==> config.mk <==
export PLATFORM = sky130hd
export DESIGN_NAME = grid_mesh_adjacency_builder
export DESIGN_NICKNAME = d
export VERILOG_FILES = /design/src/rtl/gmab_pkg.sv /design/src/rtl/gmab_front.sv /design/src/rtl/gmab_queue.sv /design/src/rtl/gmab_back.sv /design/src/rtl/grid_mesh_adjacency_builder.sv
export SDC_FILE = /design/constraint.sdc
export NUM_CORES = 1
export LEC_CHECK = 0
export ABC_CLOCK_PERIOD_IN_PS = 7010
export BUFFER_PORTS_ARGS = -buffer_cell sky130_fd_sc_hd__buf_2
export CORE_UTILIZATION = 60
export DETAILED_ROUTE_END_ITERATION = 10
export PLACE_DENSITY = 0.78
export SLEW_MARGIN = 20
export SYNTH_ARGS = -nofsm -noshare
export SYNTH_HDL_FRONTEND = slang
export SYNTH_HIERARCHICAL = 1
export SYNTH_SLANG_ARGS = --single-unit
==> constraint.sdc <==
create_clock -name clock -period 7.01 [get_ports clock]
set_clock_uncertainty 0.1 [all_clocks]
set_input_delay 1.0515 -clock clock [delete_from_list [all_inputs] [get_ports clock]]
set_output_delay 1.0515 -clock clock [all_outputs]
set_load 0.02 [all_outputs]
==> src/rtl/gmab_pkg.sv <==
package gmab_pkg;

   localparam int MAX_NODES  = 64;
   localparam int COUNT_W    = 7;
   localparam int ROW_W      = 6;
   localparam int MASK_W     = 64;
   localparam int RATIO_W    = 12;
   localparam int CAND_W     = 4;
   localparam int CAND_SQ_W  = 2 * CAND_W;
   localparam int SCALE_W    = 8;
   localparam int TARGET_W   = RATIO_W + COUNT_W;
   localparam int DIST_W     = TARGET_W + 1;
   localparam int CAND_SLOTS = 1 << CAND_W;

   // reciprocal divide of small exact multiples
   localparam int RECIP_SHIFT = 12;
   localparam int RECIP_W     = RECIP_SHIFT + 1;
   localparam int RECIP_ONE   = 1 << RECIP_SHIFT;
   localparam int QUOT_W      = COUNT_W + RECIP_W;

   localparam int REQ_DATA_W = 8;
   localparam int RSP_DATA_W = 88;
   localparam int RSP_USED_W = ROW_W + MASK_W + 2 * COUNT_W;

   localparam int CSR_ADDR_W = 2;
   localparam int CSR_DATA_W = 32;
   localparam logic [CSR_ADDR_W-1:0] CSR_ASPECT_RATIO_ADDR = 2'd0;
   localparam logic [RATIO_W-1:0]    ASPECT_RATIO_RESET    = 12'd256;

   localparam int QUEUE_DEPTH = 2;
   localparam int QPTR_W      = $clog2(QUEUE_DEPTH);
   localparam int QCNT_W      = $clog2(QUEUE_DEPTH + 1);

   typedef struct packed {
      logic [COUNT_W-1:0] count;
      logic [COUNT_W-1:0] height;
      logic [COUNT_W-1:0] width;
   } job_type;

   typedef struct packed {
      logic full;
      logic empty;
   } queue_status_type;

   typedef enum logic [2:0] {
      FRONT_IDLE,
      FRONT_PRODUCT,
      FRONT_SEARCH,
      FRONT_PICK,
      FRONT_WIDTH,
      FRONT_PUSH
   } front_state_type;

   typedef logic [CAND_SLOTS-1:0][MAX_NODES:0] div_table_type;

   // bit [f][n] set when f divides a nonzero n
   function automatic div_table_type build_div_table();
      div_table_type t;
      t = '0;
      for (int f = 1; f < CAND_SLOTS; f++) begin
         for (int k = 1; k * f <= MAX_NODES; k++) begin
            t[f][k * f] = 1'b1;
         end
      end
      return t;
   endfunction

   localparam div_table_type DIV_TABLE = build_div_table();

   localparam logic [RECIP_W-1:0] RECIP_TABLE [CAND_SLOTS] = '{
      RECIP_W'(0),
      RECIP_W'(RECIP_ONE),
      RECIP_W'((RECIP_ONE + 1) / 2),
      RECIP_W'((RECIP_ONE + 2) / 3),
      RECIP_W'((RECIP_ONE + 3) / 4),
      RECIP_W'((RECIP_ONE + 4) / 5),
      RECIP_W'((RECIP_ONE + 5) / 6),
      RECIP_W'((RECIP_ONE + 6) / 7),
      RECIP_W'((RECIP_ONE + 7) / 8),
      RECIP_W'(0), RECIP_W'(0), RECIP_W'(0), RECIP_W'(0),
      RECIP_W'(0), RECIP_W'(0), RECIP_W'(0)
   };

endpackage

==> src/rtl/gmab_front.sv <==
module gmab_front (
   input  logic                           clock,
   input  logic                           reset,
   input  logic                           req_valid,
   output logic                           req_ready,
   input  logic [gmab_pkg::COUNT_W-1:0]   req_count,
   input  logic [gmab_pkg::RATIO_W-1:0]   cfg_ratio,
   input  gmab_pkg::queue_status_type     queue_status,
   output logic                           push_valid,
   output gmab_pkg::job_type              push_job
);
   import gmab_pkg::*;

   front_state_type       state_ff, state_in;
   logic [COUNT_W-1:0]    count_ff;
   logic [TARGET_W-1:0]   target_ff;
   logic [CAND_W-1:0]     cand_ff, cur_ff, prev_ff;
   logic [COUNT_W-1:0]    height_ff, width_ff;

   logic [COUNT_W-1:0]    count_sat;
   logic [CAND_SQ_W-1:0]  cand_sq, cur_sq, prev_sq;
   logic                  stop_hit, past_root, divisible;
   logic signed [DIST_W-1:0] d_prev, d_cur;
   logic [QUOT_W-1:0]     quot;

   assign count_sat = (req_count > COUNT_W'(MAX_NODES)) ? COUNT_W'(MAX_NODES) : req_count;
   assign cand_sq   = CAND_SQ_W'(cand_ff * cand_ff);
   assign cur_sq    = CAND_SQ_W'(cur_ff * cur_ff);
   assign prev_sq   = CAND_SQ_W'(prev_ff * prev_ff);
   assign stop_hit  = TARGET_W'({cur_sq, SCALE_W'(0)}) >= target_ff;
   assign past_root = COUNT_W'(cand_sq) > count_ff || cand_sq[CAND_SQ_W-1];
   assign divisible = DIV_TABLE[cand_ff][count_ff];

   // true distance of f*f*256 from ratio*n
   always_comb begin
      d_prev = DIST_W'($signed({1'b0, TARGET_W'({prev_sq, SCALE_W'(0)})}))
             - DIST_W'($signed({1'b0, target_ff}));
      d_cur  = DIST_W'($signed({1'b0, TARGET_W'({cur_sq, SCALE_W'(0)})}))
             - DIST_W'($signed({1'b0, target_ff}));
      if (d_prev < 0) d_prev = -d_prev;
      if (d_cur < 0) d_cur = -d_cur;
   end

   assign quot = QUOT_W'(count_ff) * QUOT_W'(RECIP_TABLE[height_ff[CAND_W-1:0]]);

   always_comb begin
      state_in = state_ff;
      case (state_ff)
         FRONT_IDLE:    if (req_valid && req_count != '0) state_in = FRONT_PRODUCT;
         FRONT_PRODUCT: state_in = FRONT_SEARCH;
         FRONT_SEARCH:  if (stop_hit || past_root) state_in = FRONT_PICK;
         FRONT_PICK:    state_in = FRONT_WIDTH;
         FRONT_WIDTH:   state_in = FRONT_PUSH;
         FRONT_PUSH:    if (!queue_status.full) state_in = FRONT_IDLE;
         default:       state_in = FRONT_IDLE;
      endcase
   end

   always_comb begin
      req_ready  = 1'b0;
      push_valid = 1'b0;
      case (state_ff)
         FRONT_IDLE: req_ready  = 1'b1;
         FRONT_PUSH: push_valid = !queue_status.full;
         default: begin
            req_ready  = 1'b0;
            push_valid = 1'b0;
         end
      endcase
   end

   assign push_job = '{count: count_ff, height: height_ff, width: width_ff};

   always_ff @(posedge clock) begin
      if (reset) begin
         state_ff <= FRONT_IDLE;
      end else begin
         state_ff <= state_in;
      end
   end

   always_ff @(posedge clock) begin
      case (state_ff)
         FRONT_IDLE: begin
            count_ff <= count_sat;
            cand_ff  <= CAND_W'(2);
            cur_ff   <= CAND_W'(1);
            prev_ff  <= CAND_W'(1);
         end
         FRONT_PRODUCT: target_ff <= TARGET_W'(cfg_ratio) * TARGET_W'(count_ff);
         FRONT_SEARCH: begin
            if (!stop_hit && !past_root && divisible) begin
               prev_ff <= cur_ff;
               cur_ff  <= cand_ff;
            end
            cand_ff <= cand_ff + CAND_W'(1);
         end
         FRONT_PICK:  height_ff <= COUNT_W'((d_prev <= d_cur) ? prev_ff : cur_ff);
         FRONT_WIDTH: width_ff  <= quot[RECIP_SHIFT +: COUNT_W];
         default: ;
      endcase
   end

endmodule

==> src/rtl/gmab_queue.sv <==
module gmab_queue (
   input  logic                        clock,
   input  logic                        reset,
   input  logic                        push_valid,
   input  gmab_pkg::job_type           push_job,
   input  logic                        pop,
   output gmab_pkg::job_type           pop_job,
   output gmab_pkg::queue_status_type  status
);
   import gmab_pkg::*;

   job_type            slot_ff [QUEUE_DEPTH];
   logic [QPTR_W-1:0]  wr_ptr_ff, rd_ptr_ff;
   logic [QCNT_W-1:0]  fill_ff;
   logic               do_push, do_pop;

   assign status.full  = fill_ff == QCNT_W'(QUEUE_DEPTH);
   assign status.empty = fill_ff == '0;
   assign do_push = push_valid && !status.full;
   assign do_pop  = pop && !status.empty;
   assign pop_job = slot_ff[rd_ptr_ff];

   always_ff @(posedge clock) begin
      if (do_push) slot_ff[wr_ptr_ff] <= push_job;
   end

   always_ff @(posedge clock) begin
      if (reset) begin
         wr_ptr_ff <= '0;
         rd_ptr_ff <= '0;
         fill_ff   <= '0;
      end else begin
         if (do_push) begin
            wr_ptr_ff <= (wr_ptr_ff == QPTR_W'(QUEUE_DEPTH - 1)) ? '0 : wr_ptr_ff + QPTR_W'(1);
         end
         if (do_pop) begin
            rd_ptr_ff <= (rd_ptr_ff == QPTR_W'(QUEUE_DEPTH - 1)) ? '0 : rd_ptr_ff + QPTR_W'(1);
         end
         fill_ff <= fill_ff + QCNT_W'(do_push) - QCNT_W'(do_pop);
      end
   end

endmodule

==> src/rtl/gmab_back.sv <==
module gmab_back (
   input  logic                          clock,
   input  logic                          reset,
   input  gmab_pkg::queue_status_type    queue_status,
   input  gmab_pkg::job_type             job,
   output logic                          pop,
   output logic                          out_valid,
   input  logic                          out_ready,
   output logic [gmab_pkg::ROW_W-1:0]    out_index,
   output logic [gmab_pkg::MASK_W-1:0]   out_bits,
   output logic [gmab_pkg::COUNT_W-1:0]  out_height,
   output logic [gmab_pkg::COUNT_W-1:0]  out_width,
   output logic                          out_last
);
   import gmab_pkg::*;

   logic                busy_ff;
   job_type             job_ff;
   logic [ROW_W-1:0]    row_ff;
   logic [COUNT_W-1:0]  col_ff;
   logic                out_valid_ff;
   logic [ROW_W-1:0]    out_index_ff;
   logic [MASK_W-1:0]   out_bits_ff;
   logic [COUNT_W-1:0]  out_height_ff, out_width_ff;
   logic                out_last_ff;

   logic                load, last;
   logic [COUNT_W:0]    r_ext, n_ext, w_ext, r_next, r_down;
   logic                right_ok, left_ok, down_ok, up_ok;
   logic [MASK_W-1:0]   mask;

   assign pop  = !busy_ff && !queue_status.empty;
   assign load = busy_ff && (!out_valid_ff || out_ready);

   assign r_ext  = (COUNT_W + 1)'(row_ff);
   assign n_ext  = (COUNT_W + 1)'(job_ff.count);
   assign w_ext  = (COUNT_W + 1)'(job_ff.width);
   assign r_next = r_ext + (COUNT_W + 1)'(1);
   assign r_down = r_ext + w_ext;

   // horizontal moves stay inside one grid row
   assign right_ok = (r_next < n_ext) && (col_ff != job_ff.width - COUNT_W'(1));
   assign left_ok  = (row_ff != '0) && (col_ff != '0);
   assign down_ok  = r_down < n_ext;
   assign up_ok    = r_ext >= w_ext;
   assign last     = r_next == n_ext;

   always_comb begin
      mask = '0;
      if (right_ok) mask[ROW_W'(r_next)] = 1'b1;
      if (left_ok)  mask[row_ff - ROW_W'(1)] = 1'b1;
      if (down_ok)  mask[ROW_W'(r_down)] = 1'b1;
      if (up_ok)    mask[ROW_W'(r_ext - w_ext)] = 1'b1;
   end

   always_ff @(posedge clock) begin
      if (reset) begin
         busy_ff      <= 1'b0;
         out_valid_ff <= 1'b0;
      end else begin
         if (pop) begin
            busy_ff <= 1'b1;
         end else if (load && last) begin
            busy_ff <= 1'b0;
         end
         if (load) begin
            out_valid_ff <= 1'b1;
         end else if (out_ready) begin
            out_valid_ff <= 1'b0;
         end
      end
   end

   always_ff @(posedge clock) begin
      if (pop) begin
         job_ff <= job;
         row_ff <= '0;
         col_ff <= '0;
      end else if (load) begin
         row_ff <= row_ff + ROW_W'(1);
         col_ff <= (col_ff == job_ff.width - COUNT_W'(1)) ? '0 : col_ff + COUNT_W'(1);
      end
      if (load) begin
         out_index_ff  <= row_ff;
         out_bits_ff   <= mask;
         out_height_ff <= job_ff.height;
         out_width_ff  <= job_ff.width;
         out_last_ff   <= last;
      end
   end

   assign out_valid  = out_valid_ff;
   assign out_index  = out_index_ff;
   assign out_bits   = out_bits_ff;
   assign out_height = out_height_ff;
   assign out_width  = out_width_ff;
   assign out_last   = out_last_ff;

   // a node never neighbours itself
   a_no_self_loop: assert property (@(posedge clock) disable iff (reset)
      out_valid_ff |-> !out_bits_ff[out_index_ff])
      else $error("row marks its own node");

   a_row_in_grid: assert property (@(posedge clock) disable iff (reset)
      out_valid_ff |-> ((2 * COUNT_W)'(out_index_ff)
         < (2 * COUNT_W)'(out_height_ff) * (2 * COUNT_W)'(out_width_ff)))
      else $error("row index outside the grid");

   a_last_is_final: assert property (@(posedge clock) disable iff (reset)
      (out_valid_ff && out_last_ff) |-> ((2 * COUNT_W)'(out_index_ff) + (2 * COUNT_W)'(1)
         == (2 * COUNT_W)'(out_height_ff) * (2 * COUNT_W)'(out_width_ff)))
      else $error("last row flag on a row that is not final");

endmodule

==> src/rtl/grid_mesh_adjacency_builder.sv <==
// channel   dir  handshake                       payload
// req       in   req_tvalid / req_tready         node_count
// rsp       out  rsp_tvalid / rsp_tready         row_index, row_bits, grid_height,
//                                                grid_width, last_row on rsp_tlast
// csr       in   csr_psel / csr_penable, pready  aspect_ratio at byte address 0
//
// the front searches divisors, one candidate per cycle
// the back emits one adjacency row per cycle while rsp_tready allows, and pops the next job after a last row
// with the queue between them the slower half sets the sustained rate
// synchronous active-high reset empties the queue and idles both halves, ratio returns to 1.0
// a stalled rsp side holds the output register; the front keeps working until the queue fills
module grid_mesh_adjacency_builder (
   input  logic                              clock,
   input  logic                              reset,
   // node_count [6:0], zero [7]
   input  logic                              req_tvalid,
   output logic                              req_tready,
   input  logic [gmab_pkg::REQ_DATA_W-1:0]   req_tdata,
   // row_index [5:0], row_bits [69:6], grid_height [76:70], grid_width [83:77], zero [87:84]
   output logic                              rsp_tvalid,
   input  logic                              rsp_tready,
   output logic [gmab_pkg::RSP_DATA_W-1:0]   rsp_tdata,
   output logic                              rsp_tlast,
   input  logic                              csr_psel,
   input  logic                              csr_penable,
   input  logic                              csr_pwrite,
   input  logic [gmab_pkg::CSR_ADDR_W-1:0]   csr_paddr,
   input  logic [gmab_pkg::CSR_DATA_W-1:0]   csr_pwdata,
   output logic [gmab_pkg::CSR_DATA_W-1:0]   csr_prdata,
   output logic                              csr_pready
);
   import gmab_pkg::*;

   logic [RATIO_W-1:0]  ratio_ff;
   logic                push_valid, pop;
   job_type             push_job, pop_job;
   queue_status_type    queue_status;
   logic [ROW_W-1:0]    row_index;
   logic [MASK_W-1:0]   row_bits;
   logic [COUNT_W-1:0]  grid_height, grid_width;

   // register file: only the aspect ratio, written on the access phase
   assign csr_pready = 1'b1;

   always_ff @(posedge clock) begin
      if (reset) begin
         ratio_ff <= ASPECT_RATIO_RESET;
      end else if (csr_psel && csr_penable && csr_pwrite && csr_pready
                   && csr_paddr == CSR_ASPECT_RATIO_ADDR) begin
         ratio_ff <= csr_pwdata[RATIO_W-1:0];
      end
   end

   assign csr_prdata = (csr_paddr == CSR_ASPECT_RATIO_ADDR) ? CSR_DATA_W'(ratio_ff) : '0;

   // front: saturate the count, walk divisors, pick height and width
   gmab_front u_front (
      .clock        (clock),
      .reset        (reset),
      .req_valid    (req_tvalid),
      .req_ready    (req_tready),
      .req_count    (req_tdata[COUNT_W-1:0]),
      .cfg_ratio    (ratio_ff),
      .queue_status (queue_status),
      .push_valid   (push_valid),
      .push_job     (push_job)
   );

   // short job queue decouples the search from row emission
   gmab_queue u_queue (
      .clock      (clock),
      .reset      (reset),
      .push_valid (push_valid),
      .push_job   (push_job),
      .pop        (pop),
      .pop_job    (pop_job),
      .status     (queue_status)
   );

   // back: one row mask per node into the output register
   gmab_back u_back (
      .clock        (clock),
      .reset        (reset),
      .queue_status (queue_status),
      .job          (pop_job),
      .pop          (pop),
      .out_valid    (rsp_tvalid),
      .out_ready    (rsp_tready),
      .out_index    (row_index),
      .out_bits     (row_bits),
      .out_height   (grid_height),
      .out_width    (grid_width),
      .out_last     (rsp_tlast)
   );

   assign rsp_tdata = {(RSP_DATA_W - RSP_USED_W)'(0), grid_width, grid_height, row_bits, row_index};

endmodule

==> summary.txt <==
Synthesis
  • Asr flop ratio synth: 0%
  • Most frequent cell after synthesis: edfxtp_1
  • Post-synth EDFFs: 197
  • Post-synth top area cell: edfxtp_1
  • Synth area leaders: edfxtp_1, fa_1, ha_1, dfxtp_1, xnor2_1
  • Synth top area share: 27.4%
  • Post-Synthesis Cells: 2,175
  • Top cells by count, synth: edfxtp_1, nand2_1, inv_1
  • Ys Warns: 6
  • Mean Syn Cell Area: 9.94 sq um
  • Sequential share of the synthesized area: 33.9%
  • FF+latch count, synth: 268
  • Yosys cell types: 104
  • Top FF cell, synth: edfxtp_1
  • Mapped Area: 0.0216 sq mm

Min path
  • Hold Crit Start: u_back/job_ff[12]
  • Hold Crit Depth: 0
  • Worst hold path type: register to register
  • Worst Hold Endpoint: u_back/out_height[5]

Floorplan
  • Die ar.: 0.0368 sq mm
  • Row cnt: 69
  • DIE WIDTH: 192 microns
  • Initial Util: 60.9%
  • Core Area: 0.0355 sq mm
  • Die height: 192 microns
  • Io pins: 173

Layout
  • Area Growth Syn to Fin: 7.93%
  • Diode count: 0
  • Fillcell total: 2,793
  • Final #Nets: 2,573
  • Layout cells sized above 1: 12.8%

Global routing
  • Initial antenna violation count: 1
  • GRT overflow: 0
  • GRT Util Overall: 28.5%
  • Largest net degree at the start of global routing: 82
  • First-pass GRT wire length: 83,400 microns
  • Vias in the first global route: 16,200

STA
  • Fin crit period: 6.58 ns
  • Slew Limit Fails: 0
  • Setup TNS: 0 ns
  • Hold Vio Cnt, Final: 0
  • Worst relative slew slack: 21.5%
  • Worst Max-Slew Pin Slew: 1.18 ns
  • Fmax: 152 MHz
  • Final WS setup: 0.427 ns
  • Final cycle utilization of the critical path: 93.9%
  • Finish-stage setup viols: 0
  • RSZ-0062 raised after global routing: false

Job
  • Max Cap Violations: 0

Power
  • Flop pwr share: 30.5%
  • Power density over cell area: 317 mW/mm^2
  • Net Sw Frac: 43.2%
  • Max IR drop VDD: 254 uV
  • Leak: 9.98 nW
  • Switching power: 0.00320 W
  • Clock share of power: 20.3%
  • Comb power frac: 49.1%
  • P_int: 0.00421 W

Route
  • Via count: 16,800
  • DRT iter0 DRCs: 1,594
  • TritonRoute pass-1 iters: 7
  • DR WL/cell: 19.1 microns
  • Post-DRT Antenna Nets: 0
  • Vias/cell: 6.13
  • DRC violations left: 0
  • Final wirelength: 52,200 microns

Worst setup path
  • Cell Chain, Critical Path: nor2b_1, nand2_1, inv_1, ha_1, a31o_2, a21oi_1, xnor2_1, ha_1, a21oi_1, or4b_2, a21oi_1, nand2b_1, mux2i_1, xor2_1, ha_1, and3_1, nand4_1, a21oi_1, or4_1, o22ai_1, nor4bb_1, nor3_1, buf_4, mux2_2
  • Required @ worst endpoint: 7.25 ns
  • CP dominant cell by count: a21oi_1
  • Crit path max-delay cell type: or4b_2
  • WP buf/inv: 2
  • Arrival time at the worst endpoint: 6.82 ns
  • Worst setup EP type: register
  • FF-to-FF Start: u_front/prev_ff[1]
  • R2r setup slk: 0.43 ns
  • Crit-path leading delay family: simple AND/OR/NAND/NOR gates
  • Worst R2R End: u_front/height_ff[0]
  • Reg2Reg Depth: 24
  • Worst setup SP type: register
  • CP Class: register to register
  • CP max stage delay: 0.62 ns
  • Crit path max fanout: 9

Placement
  • Detailed placement HPWL: 39,500 microns
  • Setup WS pre-CTS: 0.499 ns
  • Gpl congestion: 1.06
  • IO buf count: 126

Clock network
  • Clock Tree Buf Depth: 3
  • Worst skew pair latency: 0.60 ns
  • H-tree Lvls: 1
  • Clock Root Buffer: clkbuf_16
  • Hold_buf cts: 0
  • Post_cts resized: 0
  • Clock Sink Count: 268
  • CTS tree: built
  • Number of buffers added for setup after CTS: 0
  • Clk slew on worst S/H paths: 0.06 ns
  • Total CTS buffers: 30

Status
  • Outcome: finished clean
[power by group through the flow]
| stage | Combinational [W] | Clock (W) | Sequential (W) |
|---|---|---|---|
| floorplan | 0.00288 | 0 | 0.00208 |
| global route | 0.00402 | 0.00159 | 0.00229 |
| CTS | 0.00360 | 0.00153 | 0.00225 |
| global placement | 0.00346 | 0 | 0.00227 |
| finish | 0.00364 | 0.00150 | 0.00226 |
| detailed placement | 0.00358 | 0 | 0.00229 |
[per-layer routing]
layer	vias up	wire, microns	share of wire (%)	global-route usage [%]
met3	141	3470	6.6	4.06
met5	-	13	0.025	0
li1	7826	-	-	-
met1	8108	21000	40	35.8
met4	2	1760	3.4	9.16
met2	693	26000	50	50.3
[metrics by stage]
stage | utilization, % | cell area (sq um) | std cells | hold WS [ns] | power (W)
floorplan | - | 21700 | 2200 | 0.300 | 0.00496
global placement | 63.1 | 22400 | 2680 | 0.302 | 0.00574
detailed placement | 63.1 | 22400 | 2680 | 0.306 | 0.00586
CTS | 65.8 | 23300 | 2736 | 0.320 | 0.00739
global route | 65.8 | 23300 | 2736 | 0.329 | 0.00790
finish | 65.8 | 23300 | 2736 | 0.315 | 0.00740
[worst max-delay path by stage]
stage	end	slack, ns	cells past startpoint	from
floorplan	u_front/width_ff[5]	1.18	17	u_front/count_ff[1]
CTS	u_front/height_ff[0]	0.47	24	u_front/prev_ff[1]
finish	u_front/height_ff[0]	0.43	24	u_front/prev_ff[1]
detailed placement	u_front/height_ff[0]	0.50	24	u_front/prev_ff[1]
global placement	u_front/width_ff[5]	0.79	18	u_front/height_ff[1]
global route	u_front/height_ff[0]	0.004	24	u_front/prev_ff[1]
[cells by family after synthesis]
logic type,after synthesis,synth area share [%]
buf+inv,313,6.37
other cells,3,0.0521
mux,59,3.66
xor+xnor,128,5.22
fa+ha+maj,273,19.5
simple gates,710,17.7
compound gates,421,13.5
flops,268,33.9
[placed cells by master (no fill, tap or decap), types with 14 or more instances in the layout]
master	n
ha_1	167
o21ai_0	66
nand4_1	18
edfxtp_1	197
nand3_1	34
and3_1	14
a31oi_1	14
nand2_1	191
o211ai_1	18
dfxtp_1	71
clkbuf_16	30
xnor2_1	86
nor3_1	40
a21oi_1	92
fa_1	106
xor2_1	41
a22oi_1	48
inv_1	183
nor2b_1	50
conb_1	28
mux2i_1	19
buf_4	18
mux2_2	26
a21o_1	24
buf_2	126
and2_1	85
nand2b_1	37
nor2_1	139
o221ai_1	43
[cell type report]
cell class	instances	area (sq um)	share of cell area, %
sequential	268	7340	31.4
tap	461	577	2.47
inverter	188	707	3.03
multi-input combinational	1619	13000	55.7
timing repair buffer	144	766	3.28
clock inverter	15	131	0.563
clock buffer	41	816	3.50
Note: power is estimated with default switching activity, not from simulation.
